File: config.mk
export PLATFORM = sky130hd
export DESIGN_NAME = nwu_cfg
export DESIGN_NICKNAME = d
export VERILOG_FILES = /design/src/rtl/core/nwu_pkg.sv /design/src/rtl/core/nwu_cfg.sv
export VERILOG_INCLUDE_DIRS = /design/src /design/src/rtl/core
export SDC_FILE = /design/constraint.sdc
export NUM_CORES = 1
export LEC_CHECK = 0
export ABC_AREA = 1
export ABC_CLOCK_PERIOD_IN_PS = 7200
export BUFFER_PORTS_ARGS = -buffer_cell sky130_fd_sc_hd__buf_2
export CORE_MARGIN = 5
export CORE_UTILIZATION = 35
export CTS_CLUSTER_DIAMETER = 120
export DETAILED_ROUTE_END_ITERATION = 16
export PLACE_DENSITY = 0.5
export SYNTH_ARGS = -nofsm -noshare
export SYNTH_HDL_FRONTEND = slang
export SYNTH_SLANG_ARGS = --single-unit
File: constraint.sdc
create_clock -name clk -period 7.2 [get_ports clk]
set_input_delay 1.08 -clock clk [delete_from_list [all_inputs] [get_ports clk]]
set_output_delay 1.08 -clock clk [all_outputs]
set_load 0.01 [all_outputs]
File: src/rtl/core/nn_weight_update_engine_assert.svh
// Assertion macros shared by the weight update engine modules.
`ifndef NN_WEIGHT_UPDATE_ENGINE_ASSERT_SVH
`define NN_WEIGHT_UPDATE_ENGINE_ASSERT_SVH

`ifndef SYNTHESIS

`define NWU_ASSERT_IMP(lbl, clk_s, rstn_s, ante, cons) \
  lbl: assert property (@(posedge clk_s) disable iff (!rstn_s) (ante) |-> (cons)) \
    else $error("nwu: same-cycle check failed");

`define NWU_ASSERT_NXT(lbl, clk_s, rstn_s, ante, cons) \
  lbl: assert property (@(posedge clk_s) disable iff (!rstn_s) (ante) |=> (cons)) \
    else $error("nwu: next-cycle check failed");

`else

`define NWU_ASSERT_IMP(lbl, clk_s, rstn_s, ante, cons)

`define NWU_ASSERT_NXT(lbl, clk_s, rstn_s, ante, cons)

`endif

`endif

File: src/rtl/core/nwu_pkg.sv
// Types, constants and helpers of the weight update engine.
package nwu_pkg;

  localparam int VALUE_WIDTH = 32;
  localparam int FRAC_BITS   = 16;
  localparam int SCALE_W     = 35;
  localparam int SCALE_SPLIT = 18;
  localparam int DIV_STEPS   = SCALE_W;
  localparam int CNT_W       = 6;
  localparam int PIPE_DEPTH  = 7;
  localparam int CFG_IDX_W   = 3;
  localparam int WIDE_W      = 60;

  localparam logic [SCALE_W-1:0] SCALE_RESET = SCALE_W'(10 * (1 << FRAC_BITS));
  localparam logic [30:0] LEARN_RESET = 31'(1 << FRAC_BITS);
  localparam logic [15:0] MOM_RESET   = 16'd32768;
  localparam logic [15:0] BATCH_RESET = 16'd1;

  localparam logic [22:0] GAIN_STEP  = 23'(((5 << FRAC_BITS) + 50) / 100);
  localparam logic [15:0] GAIN_DECAY = 16'(((95 << FRAC_BITS) + 50) / 100);
  localparam logic [22:0] GAIN_MIN   = 23'(((1 << FRAC_BITS) + 50) / 100);
  localparam logic [22:0] GAIN_MAX   = 23'(100 << FRAC_BITS);

  localparam logic signed [WIDE_W-1:0] VAL_MAX =
    (WIDE_W'(1) <<< (VALUE_WIDTH - 1)) - WIDE_W'(1);
  localparam logic signed [WIDE_W-1:0] VAL_MIN = -VAL_MAX - WIDE_W'(1);

  localparam logic [CFG_IDX_W-1:0] REG_RULE  = 3'd0;
  localparam logic [CFG_IDX_W-1:0] REG_LEARN = 3'd1;
  localparam logic [CFG_IDX_W-1:0] REG_MOM   = 3'd2;
  localparam logic [CFG_IDX_W-1:0] REG_BATCH = 3'd3;

  typedef enum logic [1:0] {
    RULE_NONE  = 2'd0,
    RULE_FIXED = 2'd1,
    RULE_MOM   = 2'd2,
    RULE_ADAPT = 2'd3
  } rule_t;

  typedef struct packed {
    logic signed [31:0] weight_in;
    logic signed [31:0] grad_sum;
    logic signed [31:0] velocity_in;
    logic [22:0]        gain_in;
    logic signed [31:0] prev_grad;
  } nwu_in_t;

  typedef struct packed {
    logic signed [31:0] weight_out;
    logic signed [31:0] velocity_out;
    logic [22:0]        gain_out;
    logic signed [31:0] prev_grad_out;
    logic               saturated;
  } nwu_out_t;

  typedef struct packed {
    rule_t              rule;
    logic [15:0]        mom_factor;
    logic [SCALE_W-1:0] scale;
    logic               dividing;
  } nwu_cfg_t;

  // sign-extend a 32-bit value to the wide working width
  function automatic logic [WIDE_W-1:0] sx32(input logic [31:0] x);
    return {{(WIDE_W - 32){x[31]}}, x};
  endfunction

  // clip to the signed value range; top bit of the result is the clip flag
  function automatic logic [VALUE_WIDTH:0] sat_val(input logic [WIDE_W-1:0] v);
    logic signed [WIDE_W-1:0] s;
    s = $signed(v);
    if (s > VAL_MAX) begin
      return {1'b1, VAL_MAX[VALUE_WIDTH-1:0]};
    end else if (s < VAL_MIN) begin
      return {1'b1, VAL_MIN[VALUE_WIDTH-1:0]};
    end
    return {1'b0, v[VALUE_WIDTH-1:0]};
  endfunction

endpackage

File: src/rtl/core/nwu_cfg.sv
// Configuration registers and the bit-serial divider that forms the step scale.
module nwu_cfg (
  input  logic                          clk,
  input  logic                          rst_n,
  input  logic                          cfg_valid,
  output logic                          cfg_ready,
  input  logic [nwu_pkg::CFG_IDX_W-1:0] cfg_index,
  input  logic [31:0]                   cfg_data,
  output nwu_pkg::nwu_cfg_t             cfg_st
);
  import nwu_pkg::*;

  `include "nn_weight_update_engine_assert.svh"

  rule_t              rule_r, rule_nxt;
  logic [30:0]        lr_r, lr_nxt;
  logic [15:0]        mf_r, mf_nxt;
  logic [15:0]        bc_r, bc_nxt;
  logic [SCALE_W-1:0] scale_r, scale_nxt;
  logic [CNT_W-1:0]   cnt_r, cnt_nxt;
  logic [SCALE_W-1:0] quo_r, quo_nxt;
  logic [15:0]        rem_r, rem_nxt;

  logic        wr;
  logic        load;
  logic        dividing;
  logic [16:0] shifted;
  logic [16:0] divisor;
  logic        ge;

  assign dividing  = (cnt_r != '0);
  assign cfg_ready = !dividing;
  assign wr        = cfg_valid && cfg_ready;

  // a zero batch count divides by one
  assign divisor = (bc_r == '0) ? 17'd1 : {1'b0, bc_r};
  assign shifted = {rem_r, quo_r[SCALE_W-1]};
  assign ge      = (shifted >= divisor);

  always_comb begin
    rule_nxt  = rule_r;
    lr_nxt    = lr_r;
    mf_nxt    = mf_r;
    bc_nxt    = bc_r;
    scale_nxt = scale_r;
    cnt_nxt   = cnt_r;
    quo_nxt   = quo_r;
    rem_nxt   = rem_r;
    load      = 1'b0;
    if (wr) begin
      case (cfg_index)
        REG_RULE: begin
          rule_nxt = rule_t'(cfg_data[1:0]);
        end
        REG_LEARN: begin
          lr_nxt = cfg_data[30:0];
          load   = 1'b1;
        end
        REG_MOM: begin
          mf_nxt = cfg_data[15:0];
        end
        REG_BATCH: begin
          bc_nxt = cfg_data[15:0];
          load   = 1'b1;
        end
        default: begin
        end
      endcase
    end
    if (load) begin
      // dividend is ten times the learning rate
      quo_nxt = ({4'b0, lr_nxt} << 3) + ({4'b0, lr_nxt} << 1);
      rem_nxt = '0;
      cnt_nxt = CNT_W'(DIV_STEPS);
    end else if (dividing) begin
      rem_nxt = ge ? 16'(shifted - divisor) : shifted[15:0];
      quo_nxt = {quo_r[SCALE_W-2:0], ge};
      cnt_nxt = cnt_r - CNT_W'(1);
      if (cnt_r == CNT_W'(1)) begin
        scale_nxt = {quo_r[SCALE_W-2:0], ge};
      end
    end
  end

  always_ff @(posedge clk) begin
    if (!rst_n) begin
      rule_r  <= RULE_NONE;
      lr_r    <= LEARN_RESET;
      mf_r    <= MOM_RESET;
      bc_r    <= BATCH_RESET;
      scale_r <= SCALE_RESET;
      cnt_r   <= '0;
    end else begin
      rule_r  <= rule_nxt;
      lr_r    <= lr_nxt;
      mf_r    <= mf_nxt;
      bc_r    <= bc_nxt;
      scale_r <= scale_nxt;
      cnt_r   <= cnt_nxt;
    end
  end

  always_ff @(posedge clk) begin
    quo_r <= quo_nxt;
    rem_r <= rem_nxt;
  end

  assign cfg_st = '{rule: rule_r, mom_factor: mf_r, scale: scale_r, dividing: dividing};

  `NWU_ASSERT_NXT(a_div_starts, clk, rst_n,
    wr && (cfg_index == REG_LEARN || cfg_index == REG_BATCH), dividing)
  `NWU_ASSERT_NXT(a_div_ends, clk, rst_n, cnt_r == CNT_W'(1), !dividing)
  `NWU_ASSERT_NXT(a_scale_holds, clk, rst_n, !dividing && !wr, $stable(scale_r))

endmodule

==> flow_metrics.env, run 1 <==
export IMPL_status="complete, no violations"
export IMPL_h_tree_depth=4
export IMPL_cts_tree="built"
export IMPL_yosysWarningCount=0
export IMPL_grt_use_total_pct=17.3
export IMPL_cts_sinks=157
export IMPL_drtIter0Drc=563
export IMPL_worstPathArrival_ns=4.44
export IMPL_post_cts_setup_buffer_count=0
export IMPL_cts_buffer_depth=2
export IMPL_fmax_ghz=0.235
export IMPL_areaGrowthSynthToFinish_pct=14.4
export IMPL_finalSetupViolCount=0
export IMPL_antenna_found_initial=0
export IMPL_drc=0
export IMPL_ioPinCount=93
export IMPL_critPathMaxStageDelay_ns=0.59
export IMPL_hold_class="register to register"
export IMPL_slew_headroom_pct=28.0
export IMPL_rsz0062_at_grt="false"
export IMPL_fin_skew_ns=0.0177
export IMPL_grt_first_pass_wirelength_um=42800
export IMPL_die_y_um=174
export IMPL_routed_via_density=4.82
export IMPL_diodes=0
export IMPL_syn_nets=1459
export IMPL_grt_overflow_total=0
export IMPL_clkLatencyLatePin_ns=0.44
export IMPL_fp_row_count=60
export IMPL_hold_start="scale_r[26]$_SDFFE_PN0P_"
export IMPL_max_vdd_ir_drop_mv=0.190
export IMPL_ctsResizeCount=0
export IMPL_crit_path_top_delay_cell="mux2i_1"
export IMPL_grt_pass1_vias=8179
export IMPL_ys_seq_area_share_pct=37.2
export IMPL_worstPathRequired_ns=7.38
export IMPL_hpwl_um=19600
export IMPL_start_kind="input port"
export IMPL_synthCells=1382
export IMPL_numPortBuffers=91
export IMPL_path_max_fanout=30
export IMPL_worstSetupPathType="input port to register"
export IMPL_syn_cell_area_sq_mm=0.00939
export IMPL_nets=1532
export IMPL_ys_types=51
export IMPL_min_period_over_period_pct=59.1
export IMPL_critPathLaunch="cfg_index[1]"
export IMPL_worstPathCellList="buf_2 > inv_2 > nand3_4 > nor2_2 > buf_4 > mux2i_1 > inv_1 > ha_1 > nand2_1 > inv_1 > a311oi_1 > nor2_1 > a21oi_1 > nand3_1 > nand3_1 > nand2_1"
export IMPL_synth_seq_cells=157
export IMPL_cts_clk_slew_worst_paths_ns=0.07
export IMPL_timing_rr_start="cnt_r[0]$_SDFFE_PN0P_"
export IMPL_synth_edff_count=35
export IMPL_cap_violations=0
export IMPL_yosys_most_used_dff="dfxtp_1"
export IMPL_fill_cells=2885
export IMPL_fp_dieArea_sq_mm=0.0302
export IMPL_hold_violations=0
export IMPL_cts_hold_buf=0
export IMPL_grt_max_degree=49
export IMPL_worstSetupEndpointType="register"
export IMPL_synth_async_reset_ratio_pct=0
export IMPL_setup_tns_ns=0
export IMPL_num_vias=8711
export IMPL_gp_congestion=0.871
export IMPL_p_total_mw=4.45
export IMPL_initial_core_util_pct=35.2
export IMPL_syn_area_per_cell_sq_um=6.79
export IMPL_final_antenna_net_count=0
export IMPL_cts_buffers=17
export IMPL_wl_um=25900
export IMPL_layout_drive_gt1_share_pct=12.3
export IMPL_core_sq_mm=0.0267
export IMPL_wl_per_cell_um=14.3
export IMPL_p_leak_nw=5.19
export IMPL_tightest_slew_ns=1.08
export IMPL_slew_violations=0
export IMPL_period_needed_ns=4.26
export IMPL_fp_dieW_um=174
export IMPL_clockRootBuffer="clkbuf_16"
export IMPL_power_density_mw_per_mm2=414
export IMPL_firstDrtPassIters=6
area by class of cell:
cell class / instances / area [sq um] / area share (%)
multi-input cells: 1018 / 5090 / 47.4
clock buffers: 19 / 464 / 4.32
flip-flops and latches: 157 / 3490 / 32.5
repair buffers: 99 / 515 / 4.80
clock inverters: 13 / 135 / 1.26
well taps: 341 / 427 / 3.97
inverters: 162 / 608 / 5.67
synthesized netlist by cell type, types with 7 or more instances:
| library cell | instances | area share (%) |
|---|---|---|
| a211oi_1 | 7 | 0.56 |
| a21oi_1 | 123 | 6.6 |
| buf_2 | 7 | 0.37 |
| clkbuf_1 | 32 | 1.3 |
| dfxtp_1 | 122 | 26 |
| edfxtp_1 | 35 | 11 |
| ha_1 | 38 | 5.1 |
| inv_1 | 152 | 6.1 |
| inv_2 | 8 | 0.32 |
| nand2_1 | 452 | 18 |
| nand2_2 | 10 | 0.67 |
| nand3_1 | 61 | 3.3 |
| nand4_1 | 15 | 1.0 |
| nor2_1 | 123 | 4.9 |
| nor2_2 | 7 | 0.47 |
| o21ai_0 | 82 | 4.4 |
| o21ai_1 | 9 | 0.48 |
| o21ai_2 | 7 | 0.65 |
| xnor2_1 | 10 | 0.93 |
| xor2_1 | 17 | 1.6 |
where the power goes:
| part | internal, mW | leakage [nW] | total [mW] | switching [mW] |
|---|---|---|---|---|
| registers | 1.24 | 1.35 | 1.40 | 0.161 |
| logic | 0.719 | 3.54 | 2.11 | 1.39 |
| clock network | 0.492 | 0.292 | 0.931 | 0.439 |
| total | 2.45 | 5.19 | 4.45 | 1.99 |
critical path, delay by kind of cell:
family          cells  cell delay (ns)
simple gates        7             1.02
buf+inv             5             0.86
mux                 1             0.59
compound gates      2             0.47
fa+ha+maj           1             0.39
layer usage:
layer,track usage (%),share of wire [%],vias to the layer above
li1,-,-,4636
met1,26.5,54,3928
met2,25.7,41,134
met3,2.73,3.7,13
met4,3.37,0.74,0
met5,0,0,-
per-stage QoR:
step	setup WS (ns)	cells	hold slack, ns	area [sq um]	utilization (%)
floorplan	3.36	1382	0.427	9390	-
global placement	2.53	1777	0.440	10100	38.0
detailed placement	2.50	1777	0.449	10100	38.0
CTS	2.96	1809	0.466	10700	40.3
global route	2.55	1809	0.480	10700	40.3
finish	2.94	1809	0.461	10700	40.3
registers in the layout, summed over array words and instances (netlist names), named ones only:
| signal | cells |
|---|---|
| quo_r | 35 |
| lr_r | 30 |
| scale_r | 35 |
| rule_r | 2 |
| mf_r | 16 |
| cnt_r | 6 |
| bc_r | 16 |
| rem_r | 16 |
layout by cell type, fill, tap and decap left out, drive strengths merged, types with 19 or more instances in the layout:
cell,n
nand2,463
nor2,133
o21ai,99
a21oi,124
inv,169
buf,99
edfxtp,35
dfxtp,122
ha,38
nand3,66
clkbuf,19
worst paths after layout:
| kind | end | slack, ns | depth (start not counted) |
|---|---|---|---|
| worst max register to register | quo_r[33]$_DFFE_PP_ | 3.06 | 17 |
| worst min-delay path | scale_r[26]$_SDFFE_PN0P_ | 0.46 | 2 |
| worst min register to register | scale_r[26]$_SDFFE_PN0P_ | 0.46 | 2 |
| worst max-delay path | quo_r[33]$_DFFE_PP_ | 2.94 | 16 |
logic make-up (layout without fill, tap and decap cells):
kind of cell	after synthesis	after routing	share of synthesized area, %
AO/OA/AOI/OAI	254	254	14.8
XOR/XNOR	27	27	2.52
adder cells (fa/ha/maj)	39	39	5.28
buffers and inverters	207	293	8.65
flip-flops	157	157	37.2
multiplexers	3	3	0.320
AND/OR/NAND/NOR	695	695	31.2
No activity file was read; power rests on OpenSTA's default activity.
==> run 2: changes to the inputs <==
Settings changed: ABC_AREA 1 to 0, ABC_CLOCK_PERIOD_IN_PS 7200 to 3750, PLACE_DENSITY 0.5 to 0.52.
Clock period 7.2 ns to 3.75 ns, I/O delays scaled along.
==> run 2 against run 1 <==
  * The run now ends with negative setup slack left
  * Die area shrank 0.44%
  * Count of clock-buffer cells in the layout shrank 1
  * Core utilization grew 5.2 points
  * Cell area grew 11%
  * Non-clock buffer count grew 127
  * First-iteration DRC count shrank 17%
  * Combinational power grew 29%
  * Synthesized area shrank 0.47%
  * Clock power grew 89%
  * Worst hold slack lost 0.058 ns
  * Wire length grew 6.4%
  * Clock skew is essentially flat
  * Critical path type is now register to register
  * Largest cell class unchanged
==> flow_metrics.env, run 2 <==
export IMPL_synth_top_area_share_pct=26.1
export IMPL_cts_hold_buf=0
export IMPL_syn_nets=1229
export IMPL_cts_clk_slew_worst_paths_ns=0.07
export IMPL_synth_area_leaders="dfxtp_1 (26%), edfxtp_1 (11%), nand2_1 (9.1%)"
export IMPL_ys_types=79
export IMPL_worst_slack_ns=-0.0528
export IMPL_seqCellArea_sq_mm=0.00350
export IMPL_clockRootBuffer="clkbuf_16"
export IMPL_routed_via_density=5.08
export IMPL_rsz0062_at_grt="true"
export IMPL_firstDrtPassIters=5
export IMPL_reg2reg_slack_ns=-0.05
export IMPL_slew_headroom_pct=30.2
export IMPL_finalSetupViolCount=3
export IMPL_largestRegisters="quo_r (35), scale_r (35), lr_r (30)"
export IMPL_clkLatencyLatePin_ns=0.43
export IMPL_multi_input_area_sq_mm=0.00574
export IMPL_ys_top_cells_by_count="nand2_1 (226), dfxtp_1 (122), a21oi_1 (90)"
export IMPL_slew_violations=0
export IMPL_synth_async_reset_ratio_pct=0
export IMPL_fp_dieW_um=173
export IMPL_fp_dieArea_sq_mm=0.0301
export IMPL_worstPathArrival_ns=3.96
export IMPL_violations="negative setup slack"
export IMPL_mostFrequentLayoutCell="nand2_1"
export IMPL_yosys_most_used_dff="dfxtp_1"
export IMPL_timing_rr_end="quo_r[23]$_DFFE_PP_"
export IMPL_r2r_cells=18
export IMPL_synth_seq_cells=157
export IMPL_power_density_mw_per_mm2=591
export IMPL_syn_cell_area_sq_mm=0.00934
export IMPL_diodes=0
export IMPL_p_total_mw=7.04
export IMPL_nets=1401
export IMPL_synth_most_common_cell="nand2_1"
export IMPL_grt_max_degree=53
export IMPL_fin_skew_ns=0.0179
export IMPL_max_vdd_ir_drop_mv=0.287
export IMPL_layout_common_cells="nand2_1 (213), buf_4 (126), dfxtp_1 (120)"
export IMPL_fp_row_count=59
export IMPL_period_needed_ns=3.80
export IMPL_grt_first_pass_wirelength_um=43500
export IMPL_worstPathRequired_ns=3.91
export IMPL_ioPinCount=93
export IMPL_cts_buffer_depth=2
export IMPL_core_sq_mm=0.0262
export IMPL_cts_sinks=157
export IMPL_initial_core_util_pct=35.6
export IMPL_antenna_found_initial=0
export IMPL_syn_area_per_cell_sq_um=8.11
export IMPL_setup_tns_ns=-0.151
export IMPL_h_tree_depth=4
export IMPL_min_period_over_period_pct=101
export IMPL_grt_overflow_total=0
export IMPL_gp_congestion=0.881
export IMPL_wl_per_cell_um=16.5
export IMPL_synthCells=1152
export IMPL_worstSetupEndpointType="register"
export IMPL_drtIter0Drc=469
export IMPL_path_max_fanout=4
export IMPL_wl_um=27500
export IMPL_p_leak_nw=5.17
export IMPL_final_antenna_net_count=0
export IMPL_layout_drive_gt1_share_pct=25.0
export IMPL_areaGrowthSynthToFinish_pct=27.6
export IMPL_min_to="lr_r[28]$_SDFF_PN0_"
export IMPL_status="complete, but fails checks"
export IMPL_hold_violations=0
export IMPL_hold_class="input port to register"
export IMPL_ys_seq_area_share_pct=37.4
export IMPL_die_y_um=173
export IMPL_drc=0
export IMPL_worstSetupPathType="register to register"
export IMPL_hpwl_um=20400
export IMPL_grt_pass1_vias=7933
export IMPL_start_kind="register"
export IMPL_min_path_cells=3
export IMPL_numPortBuffers=91
export IMPL_cts_tree="built"
export IMPL_yosys_area_top_type="dfxtp_1"
export IMPL_fill_cells=2616
export IMPL_fmax_ghz=0.263
export IMPL_synth_edff_count=35
export IMPL_num_vias=8494
export IMPL_cts_buffers=17
export IMPL_grt_use_total_pct=17.8
export IMPL_yosysWarningCount=0
export IMPL_cap_violations=0
export IMPL_timing_rr_start="cnt_r[5]$_SDFFE_PN0P_"
export IMPL_hold_start="cfg_data[28]"
export IMPL_tightest_slew_ns=1.05
export IMPL_hold_slack_ns=0.404
-- run 2: cell count changes after synthesis, sizes merged, moves of 18 or more --
cell    change
a21o       +18
a21oi      -34
clkbuf     +31
inv       -118
mux2i      +50
nand2     -237
nand3      -49
nor2       -44
o21ai      -19
xnor2      +27
-- run 2: critical path, cell delays in order (launching register included) --
cell and delay [ns]:
dfxtp_2 0.32, or4_4 0.55, nor3_4 0.26, nand2_1 0.09, o21ai_2 0.07, ha_2 0.22
a21oi_2 0.04, a221oi_2 0.29, mux2i_2 0.13, buf_4 0.15, a21o_1 0.16, o21ai_2 0.16
a311oi_2 0.14, o221ai_2 0.17, o21ai_2 0.09, o31a_4 0.31, buf_4 0.15, xor2_2 0.15
o21ai_1 0.07
-- run 2: final cells by class --
| class | instances | area share, % |
|---|---|---|
| clock buffer | 18 | 3.60 |
| sequential | 157 | 29.3 |
| clock inverter | 14 | 1.30 |
| timing repair buffer | 226 | 12.8 |
| inverter | 42 | 1.32 |
| multi-input combinational | 880 | 48.1 |
| tap | 335 | 3.52 |
-- run 2: what timing repair did --
item	in CTS	in global routing
setup buffers	6	16
cloned	0	1
gates resized for setup	10	60
endpoints found under the hold margin	0	0
pin swaps	10	29
endpoints found under the setup margin	9	17
-- run 2: how the worst max path moves through the flow --
stage,start,endpoint,slack [ns],cells after the start
after floorplan,cnt_r[5]$_SDFFE_PN0P_,quo_r[27]$_DFFE_PP_,-0.46,21
after global placement,cnt_r[5]$_SDFFE_PN0P_,quo_r[27]$_DFFE_PP_,-0.16,16
final,cnt_r[5]$_SDFFE_PN0P_,quo_r[23]$_DFFE_PP_,-0.05,18
after detailed placement,cnt_r[5]$_SDFFE_PN0P_,quo_r[27]$_DFFE_PP_,-0.22,16
after CTS,cnt_r[5]$_SDFFE_PN0P_,quo_r[27]$_DFFE_PP_,-0.06,16
after global routing,cnt_r[5]$_SDFFE_PN0P_,quo_r[27]$_DFFE_PP_,-0.29,17
-- run 2: kinds of logic after synthesis --
family,Yosys count,synth area share (%)
compound gates,287,19.3
xor+xnor,66,6.19
fa+ha+maj,41,5.52
buf+inv,115,4.85
flops,157,37.4
mux,55,6.09
simple gates,431,20.6
-- run 2: metal layers --
metal / up-vias / wire [um] / GRT usage (%)
met4: 0 / 264 / 3.69
met5: - / 0 / 0
met3: 16 / 1120 / 3.03
li1: 4375 / - / -
met1: 3947 / 14800 / 28.1
met2: 156 / 11300 / 25.1
-- run 2: report_power, final --
group          internal (mW)  switching (mW)
sequential              2.30           0.262
clock                  0.996           0.765
combinational           1.14            1.58
total                   4.44            2.60
-- run 2: per-stage QoR --
stage / instance area [sq um] / std cells / worst slack, ns / util, %
2_1_floorplan: 9450 / 1152 / -0.457 / -
3_5_place_dp: 10800 / 1619 / -0.220 / 41.3
3_3_place_gp: 10800 / 1619 / -0.161 / 41.3
4_1_cts: 11500 / 1657 / -0.0578 / 44.0
5_1_grt: 11900 / 1672 / -0.288 / 45.5
6_report: 11900 / 1672 / -0.0528 / 45.5
